**config.mk**
```make
export PLATFORM = sky130hd
export DESIGN_NAME = bmp_placed_padded_flip_blit_core_flat
export DESIGN_NICKNAME = d
export VERILOG_FILES = /design/src/hw/rtl/bmpblit_pkg.sv /design/src/hw/rtl/bmpblit_if.sv /design/src/hw/rtl/bmp_placed_padded_flip_blit_core.sv /design/src/hw/rtl/bmpblit_in_stage.sv /design/src/hw/rtl/bmpblit_walker.sv /design/src/hw/rtl/bmpblit_out_stage.sv /design/src/flat_wrapper.sv
export SDC_FILE = /design/constraint.sdc
export NUM_CORES = 1
export LEC_CHECK = 0
export BUFFER_PORTS_ARGS = -buffer_cell sky130_fd_sc_hd__buf_2
export CORE_UTILIZATION = 52
export CTS_CLUSTER_SIZE = 25
export DETAILED_ROUTE_END_ITERATION = 8
export MAX_ROUTING_LAYER = met4
export PLACE_DENSITY_LB_ADDON = 0.2
export SLEW_MARGIN = 10
export SYNTH_ARGS = -nofsm -noshare
export SYNTH_HDL_FRONTEND = slang
export SYNTH_SLANG_ARGS = --single-unit
```
**constraint.sdc**
```tcl
create_clock -name clock -period 18.8 [get_ports clock]
set_input_delay 3.76 -clock clock [delete_from_list [all_inputs] [get_ports clock]]
set_output_delay 3.76 -clock clock [all_outputs]
set_load 0.05 [all_outputs]
```
**src/hw/rtl/bmpblit_pkg.sv**
```systemverilog
// Shared types and constants for the bottom-up bitmap blitter.
// Used by the channel interfaces and every module of the block.
`default_nettype none

package bmpblit_pkg;

   localparam int SCREEN_WIDTH_DEF  = 800;
   localparam int SCREEN_HEIGHT_DEF = 480;

   localparam int BYTE_W   = 8;
   localparam int WIDTH_W  = 10;
   localparam int HEIGHT_W = 9;
   localparam int ADDR_W   = 19;
   localparam int PIXEL_W  = 24;
   localparam int PAD_W    = 2;
   localparam int CSR_IDX_W  = 2;
   localparam int CSR_DATA_W = 10;

   localparam logic [WIDTH_W-1:0]  IMAGE_WIDTH_RST  = WIDTH_W'(800);
   localparam logic [HEIGHT_W-1:0] IMAGE_HEIGHT_RST = HEIGHT_W'(480);
   localparam logic [WIDTH_W-1:0]  ORIGIN_X_RST     = '0;
   localparam logic [HEIGHT_W-1:0] ORIGIN_Y_RST     = '0;

   typedef enum logic [CSR_IDX_W-1:0] {
      CSR_IMAGE_WIDTH  = 2'd0,
      CSR_IMAGE_HEIGHT = 2'd1,
      CSR_ORIGIN_X     = 2'd2,
      CSR_ORIGIN_Y     = 2'd3
   } csr_index_type;

   typedef enum logic [1:0] {
      PHASE_BLUE  = 2'd0,
      PHASE_GREEN = 2'd1,
      PHASE_RED   = 2'd2
   } phase_type;

   typedef struct packed {
      logic [BYTE_W-1:0] data_byte;
      logic              frame_start;
   } req_type;

   typedef struct packed {
      logic [ADDR_W-1:0]  fb_address;
      logic [PIXEL_W-1:0] pixel_value;
      logic               last_pixel;
      logic               range_error;
   } rsp_type;

   typedef struct packed {
      logic [WIDTH_W-1:0]  image_width;
      logic [HEIGHT_W-1:0] image_height;
      logic [WIDTH_W-1:0]  origin_x;
      logic [HEIGHT_W-1:0] origin_y;
   } cfg_type;

endpackage

`default_nettype wire

```
**src/hw/rtl/bmpblit_if.sv**
```systemverilog
// Valid/ready channel interfaces for the blitter's byte input and write output.
// Depends on bmpblit_pkg for field widths.
`default_nettype none

interface bmpblit_req_if;
   import bmpblit_pkg::*;
   logic              valid;
   logic              ready;
   logic [BYTE_W-1:0] data_byte;
   logic              frame_start;

   modport source (output valid, output data_byte, output frame_start, input ready);
   modport sink   (input valid, input data_byte, input frame_start, output ready);
endinterface

interface bmpblit_rsp_if;
   import bmpblit_pkg::*;
   logic               valid;
   logic               ready;
   logic [ADDR_W-1:0]  fb_address;
   logic [PIXEL_W-1:0] pixel_value;
   logic               last_pixel;
   logic               range_error;

   modport source (output valid, output fb_address, output pixel_value,
                   output last_pixel, output range_error, input ready);
   modport sink   (input valid, input fb_address, input pixel_value,
                   input last_pixel, input range_error, output ready);
endinterface

`default_nettype wire

```
**src/hw/rtl/bmp_placed_padded_flip_blit_core.sv**
```systemverilog
// Bottom-up 24-bit bitmap blitter: one pixel-data byte per request, one write per pixel
// when the image fits, else one range error per frame. Input register, then result register.
// Throughput: one request per cycle while the result register can take its result.
// Reset (synchronous, active high) clears counters and sets registers to 800x480 at 0,0.
// Depends on bmpblit_pkg, bmpblit_if, bmpblit_in_stage, bmpblit_walker, bmpblit_out_stage.
`default_nettype none

module bmp_placed_padded_flip_blit_core #(
   parameter int SCREEN_WIDTH  = bmpblit_pkg::SCREEN_WIDTH_DEF,
   parameter int SCREEN_HEIGHT = bmpblit_pkg::SCREEN_HEIGHT_DEF
) (
   input  wire logic                                clock,
   input  wire logic                                reset,
   bmpblit_req_if.sink                              req_chan,
   bmpblit_rsp_if.source                            rsp_chan,
   input  wire logic                                csr_we,
   input  wire logic [bmpblit_pkg::CSR_IDX_W-1:0]   csr_index,
   input  wire logic [bmpblit_pkg::CSR_DATA_W-1:0]  csr_wdata
);
   import bmpblit_pkg::*;

   cfg_type cfg_ff, cfg_in;
   req_type req_item, held_item;
   rsp_type walk_result, out_item;
   logic    held_valid, advance, emit, out_free, out_valid;

   always_comb begin
      cfg_in = cfg_ff;
      if (csr_we) begin
         case (csr_index_type'(csr_index))
            CSR_IMAGE_WIDTH:  cfg_in.image_width  = csr_wdata[WIDTH_W-1:0];
            CSR_IMAGE_HEIGHT: cfg_in.image_height = csr_wdata[HEIGHT_W-1:0];
            CSR_ORIGIN_X:     cfg_in.origin_x     = csr_wdata[WIDTH_W-1:0];
            CSR_ORIGIN_Y:     cfg_in.origin_y     = csr_wdata[HEIGHT_W-1:0];
            default:          cfg_in = cfg_ff;
         endcase
      end
   end

   always_ff @(posedge clock) begin
      if (reset) begin
         cfg_ff <= '{image_width: IMAGE_WIDTH_RST, image_height: IMAGE_HEIGHT_RST,
                     origin_x: ORIGIN_X_RST, origin_y: ORIGIN_Y_RST};
      end else begin
         cfg_ff <= cfg_in;
      end
   end

   assign req_item = '{data_byte: req_chan.data_byte, frame_start: req_chan.frame_start};

   // advance the held request only when the result register can take its result
   assign advance = held_valid && out_free;

   bmpblit_in_stage u_in_stage (
      .clock      (clock),
      .reset      (reset),
      .in_valid   (req_chan.valid),
      .in_ready   (req_chan.ready),
      .in_item    (req_item),
      .advance    (advance),
      .held_valid (held_valid),
      .held_item  (held_item)
   );

   bmpblit_walker #(
      .SCREEN_WIDTH  (SCREEN_WIDTH),
      .SCREEN_HEIGHT (SCREEN_HEIGHT)
   ) u_walker (
      .clock   (clock),
      .reset   (reset),
      .advance (advance),
      .item    (held_item),
      .cfg     (cfg_ff),
      .emit    (emit),
      .result  (walk_result)
   );

   bmpblit_out_stage u_out_stage (
      .clock     (clock),
      .reset     (reset),
      .load      (advance && emit),
      .load_item (walk_result),
      .free      (out_free),
      .out_valid (out_valid),
      .out_ready (rsp_chan.ready),
      .out_item  (out_item)
   );

   assign rsp_chan.valid       = out_valid;
   assign rsp_chan.fb_address  = out_item.fb_address;
   assign rsp_chan.pixel_value = out_item.pixel_value;
   assign rsp_chan.last_pixel  = out_item.last_pixel;
   assign rsp_chan.range_error = out_item.range_error;

   a_error_is_final : assert property (@(posedge clock) disable iff (reset)
      (rsp_chan.valid && rsp_chan.range_error) |->
         (rsp_chan.last_pixel && rsp_chan.fb_address == '0 && rsp_chan.pixel_value == '0))
      else $error("range error result is not a bare final result");

   a_no_overrun : assert property (@(posedge clock) disable iff (reset)
      (req_chan.valid && req_chan.ready) |-> (!held_valid || advance))
      else $error("request accepted over a held request");

   a_load_when_free : assert property (@(posedge clock) disable iff (reset)
      (advance && emit) |-> (!rsp_chan.valid || rsp_chan.ready))
      else $error("result register overwritten while full");

   a_reset_empty : assert property (@(posedge clock)
      reset |=> (!rsp_chan.valid && !held_valid))
      else $error("pipeline not empty after reset");
endmodule

`default_nettype wire

```
**src/hw/rtl/bmpblit_in_stage.sv**
```systemverilog
// Input register of the blitter: holds one request until the walker takes it.
// Depends on bmpblit_pkg.
`default_nettype none

module bmpblit_in_stage (
   input  wire logic                 clock,
   input  wire logic                 reset,
   input  wire logic                 in_valid,
   output logic                      in_ready,
   input  wire bmpblit_pkg::req_type in_item,
   input  wire logic                 advance,
   output logic                      held_valid,
   output bmpblit_pkg::req_type      held_item
);
   import bmpblit_pkg::*;

   logic    valid_ff, valid_in;
   req_type item_ff, item_in;

   always_comb begin
      in_ready = !valid_ff || advance;
      valid_in = valid_ff;
      item_in  = item_ff;
      if (in_valid && in_ready) begin
         valid_in = 1'b1;
         item_in  = in_item;
      end else if (advance) begin
         valid_in = 1'b0;
      end
   end

   always_ff @(posedge clock) begin
      if (reset) begin
         valid_ff <= 1'b0;
      end else begin
         valid_ff <= valid_in;
      end
   end

   always_ff @(posedge clock) begin
      item_ff <= item_in;
   end

   assign held_valid = valid_ff;
   assign held_item  = item_ff;
endmodule

`default_nettype wire

```
**src/hw/rtl/bmpblit_walker.sv**
```systemverilog
// Byte walker: pixel assembly, padding skip, row/column counters and the
// framebuffer address. Depends on bmpblit_pkg.
`default_nettype none

module bmpblit_walker #(
   parameter int SCREEN_WIDTH  = bmpblit_pkg::SCREEN_WIDTH_DEF,
   parameter int SCREEN_HEIGHT = bmpblit_pkg::SCREEN_HEIGHT_DEF
) (
   input  wire logic                 clock,
   input  wire logic                 reset,
   input  wire logic                 advance,
   input  wire bmpblit_pkg::req_type item,
   input  wire bmpblit_pkg::cfg_type cfg,
   output logic                      emit,
   output bmpblit_pkg::rsp_type      result
);
   import bmpblit_pkg::*;

   localparam int SW_W  = $clog2(SCREEN_WIDTH + 1);
   localparam int SH_W  = $clog2(SCREEN_HEIGHT + 1);
   localparam int CX_W  = ((SW_W > WIDTH_W + 1) ? SW_W : WIDTH_W + 1) + 1;
   localparam int CY_W  = ((SH_W > HEIGHT_W + 1) ? SH_W : HEIGHT_W + 1) + 1;
   localparam int MUL_W = HEIGHT_W + 1 + SW_W;
   localparam int SUM_W = ((MUL_W > ADDR_W) ? MUL_W : ADDR_W) + 1;

   phase_type           phase_ff, phase_in, eff_phase;
   logic [BYTE_W-1:0]   blue_ff, blue_in, eff_blue;
   logic [BYTE_W-1:0]   green_ff, green_in, eff_green;
   logic [WIDTH_W-1:0]  col_ff, col_in, eff_col, col_inc;
   logic [HEIGHT_W-1:0] row_ff, row_in, eff_row, row_inc;
   logic [PAD_W-1:0]    pad_ff, pad_in, eff_pad, pad_dec;
   logic                done_ff, done_in, eff_done;

   logic                fits, col_end, row_last, final_pixel, frame_end;
   logic [HEIGHT_W:0]   srow;
   logic [WIDTH_W:0]    scol;
   logic [SUM_W-1:0]    addr_sum;
   rsp_type             err_rsp;

   always_comb begin
      fits = (CX_W'(cfg.origin_x) + CX_W'(cfg.image_width) <= CX_W'(SCREEN_WIDTH)) &&
             (CY_W'(cfg.origin_y) + CY_W'(cfg.image_height) <= CY_W'(SCREEN_HEIGHT));

      // frame start clears the counters before this byte is taken
      if (item.frame_start) begin
         eff_phase = PHASE_BLUE;
         eff_blue  = '0;
         eff_green = '0;
         eff_col   = '0;
         eff_row   = '0;
         eff_pad   = '0;
         eff_done  = 1'b0;
      end else begin
         eff_phase = phase_ff;
         eff_blue  = blue_ff;
         eff_green = green_ff;
         eff_col   = col_ff;
         eff_row   = row_ff;
         eff_pad   = pad_ff;
         eff_done  = done_ff;
      end

      col_inc  = eff_col + WIDTH_W'(1);
      row_inc  = eff_row + HEIGHT_W'(1);
      pad_dec  = eff_pad - PAD_W'(1);
      col_end  = (col_inc >= cfg.image_width) || (col_inc == '0);
      row_last = (row_inc >= cfg.image_height) || (row_inc == '0);
      final_pixel = col_end &&
                    (({1'b0, eff_row} + (HEIGHT_W + 1)'(1)) >= {1'b0, cfg.image_height});

      srow = {1'b0, cfg.origin_y} + {1'b0, cfg.image_height} - (HEIGHT_W + 1)'(1)
             - {1'b0, eff_row};
      scol = {1'b0, cfg.origin_x} + {1'b0, eff_col};
      addr_sum = SUM_W'(srow) * SUM_W'(SCREEN_WIDTH) + SUM_W'(scol);

      err_rsp = '{fb_address: '0, pixel_value: '0, last_pixel: 1'b1, range_error: 1'b1};

      phase_in  = eff_phase;
      blue_in   = eff_blue;
      green_in  = eff_green;
      col_in    = eff_col;
      row_in    = eff_row;
      pad_in    = eff_pad;
      done_in   = eff_done;
      frame_end = 1'b0;
      emit      = 1'b0;
      result    = err_rsp;

      if (eff_done) begin
         // drop bytes until the next frame start
      end else if (cfg.image_width == '0 || cfg.image_height == '0) begin
         done_in = 1'b1;
         emit    = 1'b1;
      end else if (eff_row >= cfg.image_height) begin
         done_in = 1'b1;
      end else if (eff_pad != '0) begin
         pad_in = pad_dec;
         if (pad_dec == '0) begin
            col_in    = '0;
            row_in    = row_inc;
            frame_end = row_last;
            done_in   = row_last;
         end
         emit = frame_end && !fits;
      end else begin
         case (eff_phase)
            PHASE_BLUE: begin
               blue_in  = item.data_byte;
               phase_in = PHASE_GREEN;
            end
            PHASE_GREEN: begin
               green_in = item.data_byte;
               phase_in = PHASE_RED;
            end
            default: begin
               phase_in = PHASE_BLUE;
               col_in   = col_inc;
               if (col_end) begin
                  col_in = '0;
                  if (cfg.image_width[PAD_W-1:0] == '0) begin
                     row_in    = row_inc;
                     frame_end = row_last;
                     done_in   = row_last;
                  end else begin
                     pad_in = cfg.image_width[PAD_W-1:0];
                  end
               end
               if (fits) begin
                  emit = 1'b1;
                  result.fb_address  = addr_sum[ADDR_W-1:0];
                  result.pixel_value = {item.data_byte, eff_green, eff_blue};
                  result.last_pixel  = final_pixel;
                  result.range_error = 1'b0;
               end else begin
                  emit = frame_end;
               end
            end
         endcase
      end
   end

   always_ff @(posedge clock) begin
      if (reset) begin
         phase_ff <= PHASE_BLUE;
         blue_ff  <= '0;
         green_ff <= '0;
         col_ff   <= '0;
         row_ff   <= '0;
         pad_ff   <= '0;
         done_ff  <= 1'b0;
      end else if (advance) begin
         phase_ff <= phase_in;
         blue_ff  <= blue_in;
         green_ff <= green_in;
         col_ff   <= col_in;
         row_ff   <= row_in;
         pad_ff   <= pad_in;
         done_ff  <= done_in;
      end
   end
endmodule

`default_nettype wire

```
**src/hw/rtl/bmpblit_out_stage.sv**
```systemverilog
// Result register of the blitter: holds one write or error result until taken.
// Depends on bmpblit_pkg.
`default_nettype none

module bmpblit_out_stage (
   input  wire logic                 clock,
   input  wire logic                 reset,
   input  wire logic                 load,
   input  wire bmpblit_pkg::rsp_type load_item,
   output logic                      free,
   output logic                      out_valid,
   input  wire logic                 out_ready,
   output bmpblit_pkg::rsp_type      out_item
);
   import bmpblit_pkg::*;

   logic    valid_ff, valid_in;
   rsp_type item_ff, item_in;

   always_comb begin
      free     = !valid_ff || out_ready;
      valid_in = valid_ff;
      item_in  = item_ff;
      if (load) begin
         valid_in = 1'b1;
         item_in  = load_item;
      end else if (out_ready) begin
         valid_in = 1'b0;
      end
   end

   always_ff @(posedge clock) begin
      if (reset) begin
         valid_ff <= 1'b0;
      end else begin
         valid_ff <= valid_in;
      end
   end

   always_ff @(posedge clock) begin
      item_ff <= item_in;
   end

   assign out_valid = valid_ff;
   assign out_item  = item_ff;
endmodule

`default_nettype wire

```
**src/flat_wrapper.sv**
```systemverilog
// flat-port wrapper written by rule: the top's interface ports become plain ports
module bmp_placed_padded_flip_blit_core_flat import bmpblit_pkg::*;
#(
   parameter int SCREEN_WIDTH  = bmpblit_pkg::SCREEN_WIDTH_DEF,
   parameter int SCREEN_HEIGHT = bmpblit_pkg::SCREEN_HEIGHT_DEF
)
  (clock, reset, csr_we, csr_index, csr_wdata, req_chan_valid, req_chan_data_byte, req_chan_frame_start, req_chan_ready, rsp_chan_valid, rsp_chan_fb_address, rsp_chan_pixel_value, rsp_chan_last_pixel, rsp_chan_range_error, rsp_chan_ready);
  bmpblit_req_if req_chan_i ();
  bmpblit_rsp_if rsp_chan_i ();
  input  wire logic clock;
  input  wire logic reset;
  input  wire logic csr_we;
  input  wire logic [bmpblit_pkg::CSR_IDX_W-1:0] csr_index;
  input  wire logic [bmpblit_pkg::CSR_DATA_W-1:0] csr_wdata;
  input wire logic [$bits(req_chan_i.valid)-1:0] req_chan_valid;
  input wire logic [$bits(req_chan_i.data_byte)-1:0] req_chan_data_byte;
  input wire logic [$bits(req_chan_i.frame_start)-1:0] req_chan_frame_start;
  output wire logic [$bits(req_chan_i.ready)-1:0] req_chan_ready;
  output wire logic [$bits(rsp_chan_i.valid)-1:0] rsp_chan_valid;
  output wire logic [$bits(rsp_chan_i.fb_address)-1:0] rsp_chan_fb_address;
  output wire logic [$bits(rsp_chan_i.pixel_value)-1:0] rsp_chan_pixel_value;
  output wire logic [$bits(rsp_chan_i.last_pixel)-1:0] rsp_chan_last_pixel;
  output wire logic [$bits(rsp_chan_i.range_error)-1:0] rsp_chan_range_error;
  input wire logic [$bits(rsp_chan_i.ready)-1:0] rsp_chan_ready;
  assign req_chan_i.valid = req_chan_valid;
  assign req_chan_i.data_byte = req_chan_data_byte;
  assign req_chan_i.frame_start = req_chan_frame_start;
  assign req_chan_ready = req_chan_i.ready;
  assign rsp_chan_valid = rsp_chan_i.valid;
  assign rsp_chan_fb_address = rsp_chan_i.fb_address;
  assign rsp_chan_pixel_value = rsp_chan_i.pixel_value;
  assign rsp_chan_last_pixel = rsp_chan_i.last_pixel;
  assign rsp_chan_range_error = rsp_chan_i.range_error;
  assign rsp_chan_i.ready = rsp_chan_ready;
  bmp_placed_padded_flip_blit_core #(.SCREEN_WIDTH(SCREEN_WIDTH), .SCREEN_HEIGHT(SCREEN_HEIGHT)) u_core (.clock(clock), .reset(reset), .req_chan(req_chan_i), .rsp_chan(rsp_chan_i), .csr_we(csr_we), .csr_index(csr_index), .csr_wdata(csr_wdata));
endmodule
```
After elaboration in Yosys (flattened, before gate mapping)
Cells that the tools add are included.
{ "word_totals": {"reg_bits": 134, "in_bits": 26, "output_inout_bits": 47, "elab_cells": 141} }
{ "classes": {"addsub": 11, "n_mul": 1, "n_lt_le_gt_ge": 6, "n_eq_ne": 4, "n_mux": 67, "n_bitwise": 1, "n_reduce_logical": 32} }
{ "op_table": {"columns": ["cell", "count"], "rows": [
  ["8-bit two-way mux", 12],
  ["9-bit two-way mux", 9],
  ["10-bit two-way mux", 8],
  ["2-bit two-way mux", 13],
  ["1-bit two-way mux", 24],
  ["10-bit by 10-bit adder with 11-bit output", 2],
  ["9-bit by 9-bit adder with 10-bit output", 2],
  ["10-bit logical NOT", 2],
  ["19-bit by 11-bit adder with 19-bit output", 1],
  ["9-bit >= comparator", 2],
  ["9-bit logical NOT", 2],
  ["10-bit by 5-bit multiplier with 14-bit output, second input constant", 1],
  ["12-bit by 10-bit <= comparator with 1-bit output, second input constant", 1],
  ["10-bit by 1-bit adder with 10-bit output, second input constant", 1],
  ["9-bit by 1-bit adder with 10-bit output, second input constant", 1],
  ["10-bit >= comparator", 1],
  ["10-bit by 9-bit >= comparator with 1-bit output", 1],
  ["10-bit by 9-bit <= comparator with 1-bit output, second input constant", 1],
  ["10-bit by 1-bit subtractor with 10-bit output, second input constant", 1],
  ["10-bit by 9-bit subtractor with 10-bit output", 1],
  ["9-bit by 1-bit adder with 9-bit output, second input constant", 1],
  ["2-bit logical NOT", 4],
  ["2-bit AND reduction", 4],
  ["7-bit OR reduction", 1],
  ["other kinds (11)", 26]
]} }

Logic depth before layout (Yosys ltp)
{ "logic_depth": {"ltp_word": 16, "ltp_mapped": 27} }

By module
From an unflattened synthesis, not the netlist that was laid out.
{ "hier_totals": {"hier_cells": 1059, "area_unflattened_um2": 9854.5} }
{ "modules_own_cells": {"columns": ["mod", "instances", "cells_per_inst", "area_per_inst_um2", "seq_area_each_um2"], "rows": [
  ["bmpblit_walker", 1, 851, 6590.1, 800.8],
  ["bmp_placed_padded_flip_blit_core", 1, 145, 1541.5, 760.7],
  ["bmpblit_out_stage", 1, 49, 1397.6, 1371.3],
  ["bmpblit_in_stage", 1, 14, 325.3, 290.3]
]} }

Worst setup path before layout
OpenSTA, ideal clock, no wires.
{ "synth_path": {"path_kind": "input-to-output", "startpoint": "input port rsp_chan_ready", "endpoint": "output port req_chan_ready", "t_arrival_ns": 4.238, "slack_ns": 10.802, "path_stages": 2, "path_cell_list": "nor2b_1 > nand2_1"} }
{ "synth_via": {"elab_chain_len": 3} }
{ "synth_lines": {"columns": ["element", "line", "source"], "rows": [
  ["start: declaration", "flat_wrapper.sv:24", "input wire logic [$bits(rsp_chan_i.ready)-1:0] rsp_chan_ready;"],
  ["1-bit logical OR", "bmpblit_out_stage.sv:21", "free = !valid_ff || out_ready;"],
  ["1-bit logical AND", "bmp_placed_padded_flip_blit_core.sv:52", "assign advance = held_valid && out_free;"],
  ["1-bit logical OR", "bmpblit_in_stage.sv:21", "in_ready = !valid_ff || advance;"],
  ["end: declaration", "flat_wrapper.sv:18", "output wire logic [$bits(req_chan_i.ready)-1:0] req_chan_ready;"]
]} }
No other way between the ends.

Final worst setup path
Ends and elaborated chain as after synthesis.

==> results.json <==
{
  "holdPathStages": 1,
  "nNetsFinal": 1338,
  "rr_endpoint": "u_core.u_out_stage.out_item[44]",
  "hpwl_mm": 18.4,
  "clockRootBuffer": "clkbuf_16",
  "ios": 73,
  "n_fill_cell": 1686,
  "cp-end-kind": "primary output",
  "status": "finished clean",
  "p_comb_share_pct": 41.3,
  "r2r-start": "u_core.u_in_stage.held_item[0]",
  "setup_tns_ns": 0,
  "yosys_warnings": 0,
  "vias": 8447,
  "worst_pin_slew_ns": 0.816,
  "worst_hold_path_type": "flip-flop to flip-flop",
  "syn_area_per_cell_sq_um": 8.88,
  "clk_path_buf_depth": 2,
  "grt_pass1_wl_mm": 39.4,
  "grt_max_degree": 70,
  "clkPwrFrac_pct": 31.1,
  "final_hold_viol_count": 0,
  "power_switching_uw": 422,
  "switching_share_pct": 37.1,
  "synth-edff-count": 54,
  "cts_made_buffers": 17,
  "crit_arrival_ns": 4.33,
  "synth_cells": 1133,
  "drt-initial-drc-count": 738,
  "wire_per_inst_um": 16.7,
  "static-leakage-power_uw": 0.00471,
  "core_sq_um": 18800,
  "drc": 0,
  "fmax_mhz": 124,
  "fin_hold_ws_ns": 0.473,
  "min_from": "u_core.u_walker.blue_ff[6]",
  "synthToLayoutAreaGrowth_pct": 11.5,
  "intPower_uw": 716,
  "htreeDepth": 4,
  "final_antenna_net_count": 0,
  "relSlewSlack_pct": 45.5,
  "vias_per_cell": 5.80,
  "clock_latency_ns": 0.43,
  "vdd_drop_max_uv": 80.2,
  "antenna_found_initial": 0,
  "std_cell_rows": 50,
  "setup.worst_path.start_class": "primary input",
  "die_h_um": 141,
  "syn_area_sq_um": 10100,
  "post-route-period-util_pct": 43.1,
  "finalWirelength_mm": 24.3,
  "die_area_sq_um": 19900,
  "synthArstFlopShare_pct": 0,
  "skew_ns": 0.0125,
  "finalMaxSlewViolations": 0,
  "ys_ff_latch": 134,
  "worstPathRequired_ns": 15.04,
  "mostFrequentLayoutCells": "114 x inv_1, 105 x ha_1, 104 x nand2_1",
  "diodes": 0,
  "postCtsSetupBuffers": 0,
  "synth_cell_types": 94,
  "grt_pass1_vias": 7724,
  "clock_sinks": 134,
  "globalplace.congestion": 0.891,
  "postLayoutCoreUtil_pct": 59.6,
  "p_seq_share_pct": 27.6,
  "die_w_um": 141,
  "power_density_nw_per_um2": 101,
  "maxCapViolCount": 0,
  "cts.clk_slew.worst_paths_ns": 0.07,
  "grt.overflow.total": 0,
  "drive_gt1_share_pct": 12.8,
  "rsz0062_at_grt": "no",
  "port_buffers": 72,
  "layout_commonest_cell": "inv_1",
  "synthFlopType": "dfxtp_1",
  "min_period_ns": 8.09,
  "cts_tree": "built",
  "holdBufCountCts": 0,
  "holdPathEnd": "u_core.u_walker.blue_ff[6]",
  "finalSetupViolations": 0,
  "syn_nets": 1287,
  "path_max_fanout": 3,
  "rr_worst_depth": 26,
  "start_util_pct": 53.4,
  "drtPass1Iterations": 5,
  "worstSetupPathType": "primary input to primary output",
  "ys_seq_area_share_pct": 32.0,
  "grt_usage_pct": 25.9,
  "cts-resized-gates": 0,
  "rrSetupSlack_ns": 12.39
}
-- logic make-up after synthesis --
kind of cell,share of synthesized area (%)
xor gates and xnor gates,4.79
muxes,1.32
adders and majority gates,17.6
and+or+nand+nor,19.1
DFF,32.0
AOI/OAI and AO/OA,18.7
buffers and inverters,6.43
-- synthesized netlist by cell type (16+ instances only) --
| cell | instances | share of area (%) |
|---|---|---|
| fa_1 | 23 | 4.6 |
| nand2_1 | 104 | 3.9 |
| xnor2_1 | 36 | 3.1 |
| xor2_1 | 19 | 1.7 |
| edfxtp_1 | 54 | 16 |
| a21oi_1 | 69 | 3.4 |
| nor2_1 | 92 | 3.4 |
| dfxtp_1 | 80 | 16 |
| o21ai_0 | 37 | 1.8 |
| nand3_1 | 16 | 0.80 |
| clkbuf_1 | 24 | 0.90 |
| ha_1 | 105 | 13 |
| inv_1 | 114 | 4.3 |
| and2_1 | 33 | 2.1 |
| a22o_1 | 17 | 1.5 |
-- critical path: stages --
cell	delay [ns]
buf_2	0.10
nor2b_1	0.17
nand2_1	0.09
buf_2	0.21
-- through the flow --
step	power (uW)	std cells	worst slack [ns]	cell area, sq um
finish	1140	1457	10.71	11200
global route	1220	1457	10.65	11200
CTS	1140	1457	10.71	11200
detailed placement	784	1425	10.71	10600
global placement	779	1425	10.72	10600
floorplan	702	1133	10.80	10100
-- state kept, by name, summed over array words and instances (netlist names), 8 cells and up --
signal                       cells
u_core.u_walker.col_ff          10
u_core.u_in_stage.held_item      9
u_core.cfg_ff                   38
u_core.u_out_stage.out_item     45
u_core.u_walker.blue_ff          8
u_core.u_walker.green_ff         8
u_core.u_walker.row_ff           9
-- routing by layer --
layer | share of wire (%) | GRT usage, % | up-vias | wire length (um)
met5 | 0 | - | - | 0
met4 | 2.1 | 8.70 | 0 | 520
met3 | 5.0 | 3.40 | 35 | 1220
met2 | 47 | 40.6 | 283 | 11300
met1 | 46 | 34.5 | 4004 | 11200
li1 | - | - | 4125 | -
-- worst max-delay path by stage --
stage | start | to | slack, ns | cells after the start
2_1_floorplan | rsp_chan_ready | req_chan_ready | 10.80 | 2
3_3_place_gp | rsp_chan_ready | req_chan_ready | 10.72 | 4
3_5_place_dp | rsp_chan_ready | req_chan_ready | 10.71 | 4
4_1_cts | rsp_chan_ready | req_chan_ready | 10.71 | 4
5_1_grt | rsp_chan_ready | req_chan_ready | 10.65 | 4
6_report | rsp_chan_ready | req_chan_ready | 10.71 | 4
-- area by class of cell --
cell class / count / area [sq um] / share of cell area, %
inverter: 117 / 439 / 3.91
clock buffer: 17 / 425 / 3.79
clock inverter: 15 / 201 / 1.80
tap: 260 / 325 / 2.90
sequential: 134 / 3220 / 28.7
multi-input combinational: 836 / 6200 / 55.3
timing repair buffer: 78 / 405 / 3.61
-- power by group through the flow --
stage	sequential, uW	combinational [uW]	clock [uW]
after floorplan	318	384	0
after global placement	320	459	0
after detailed placement	320	465	0
after CTS	313	471	359
after global routing	314	536	373
final	313	470	354
(Power assumes the default switching activity.)
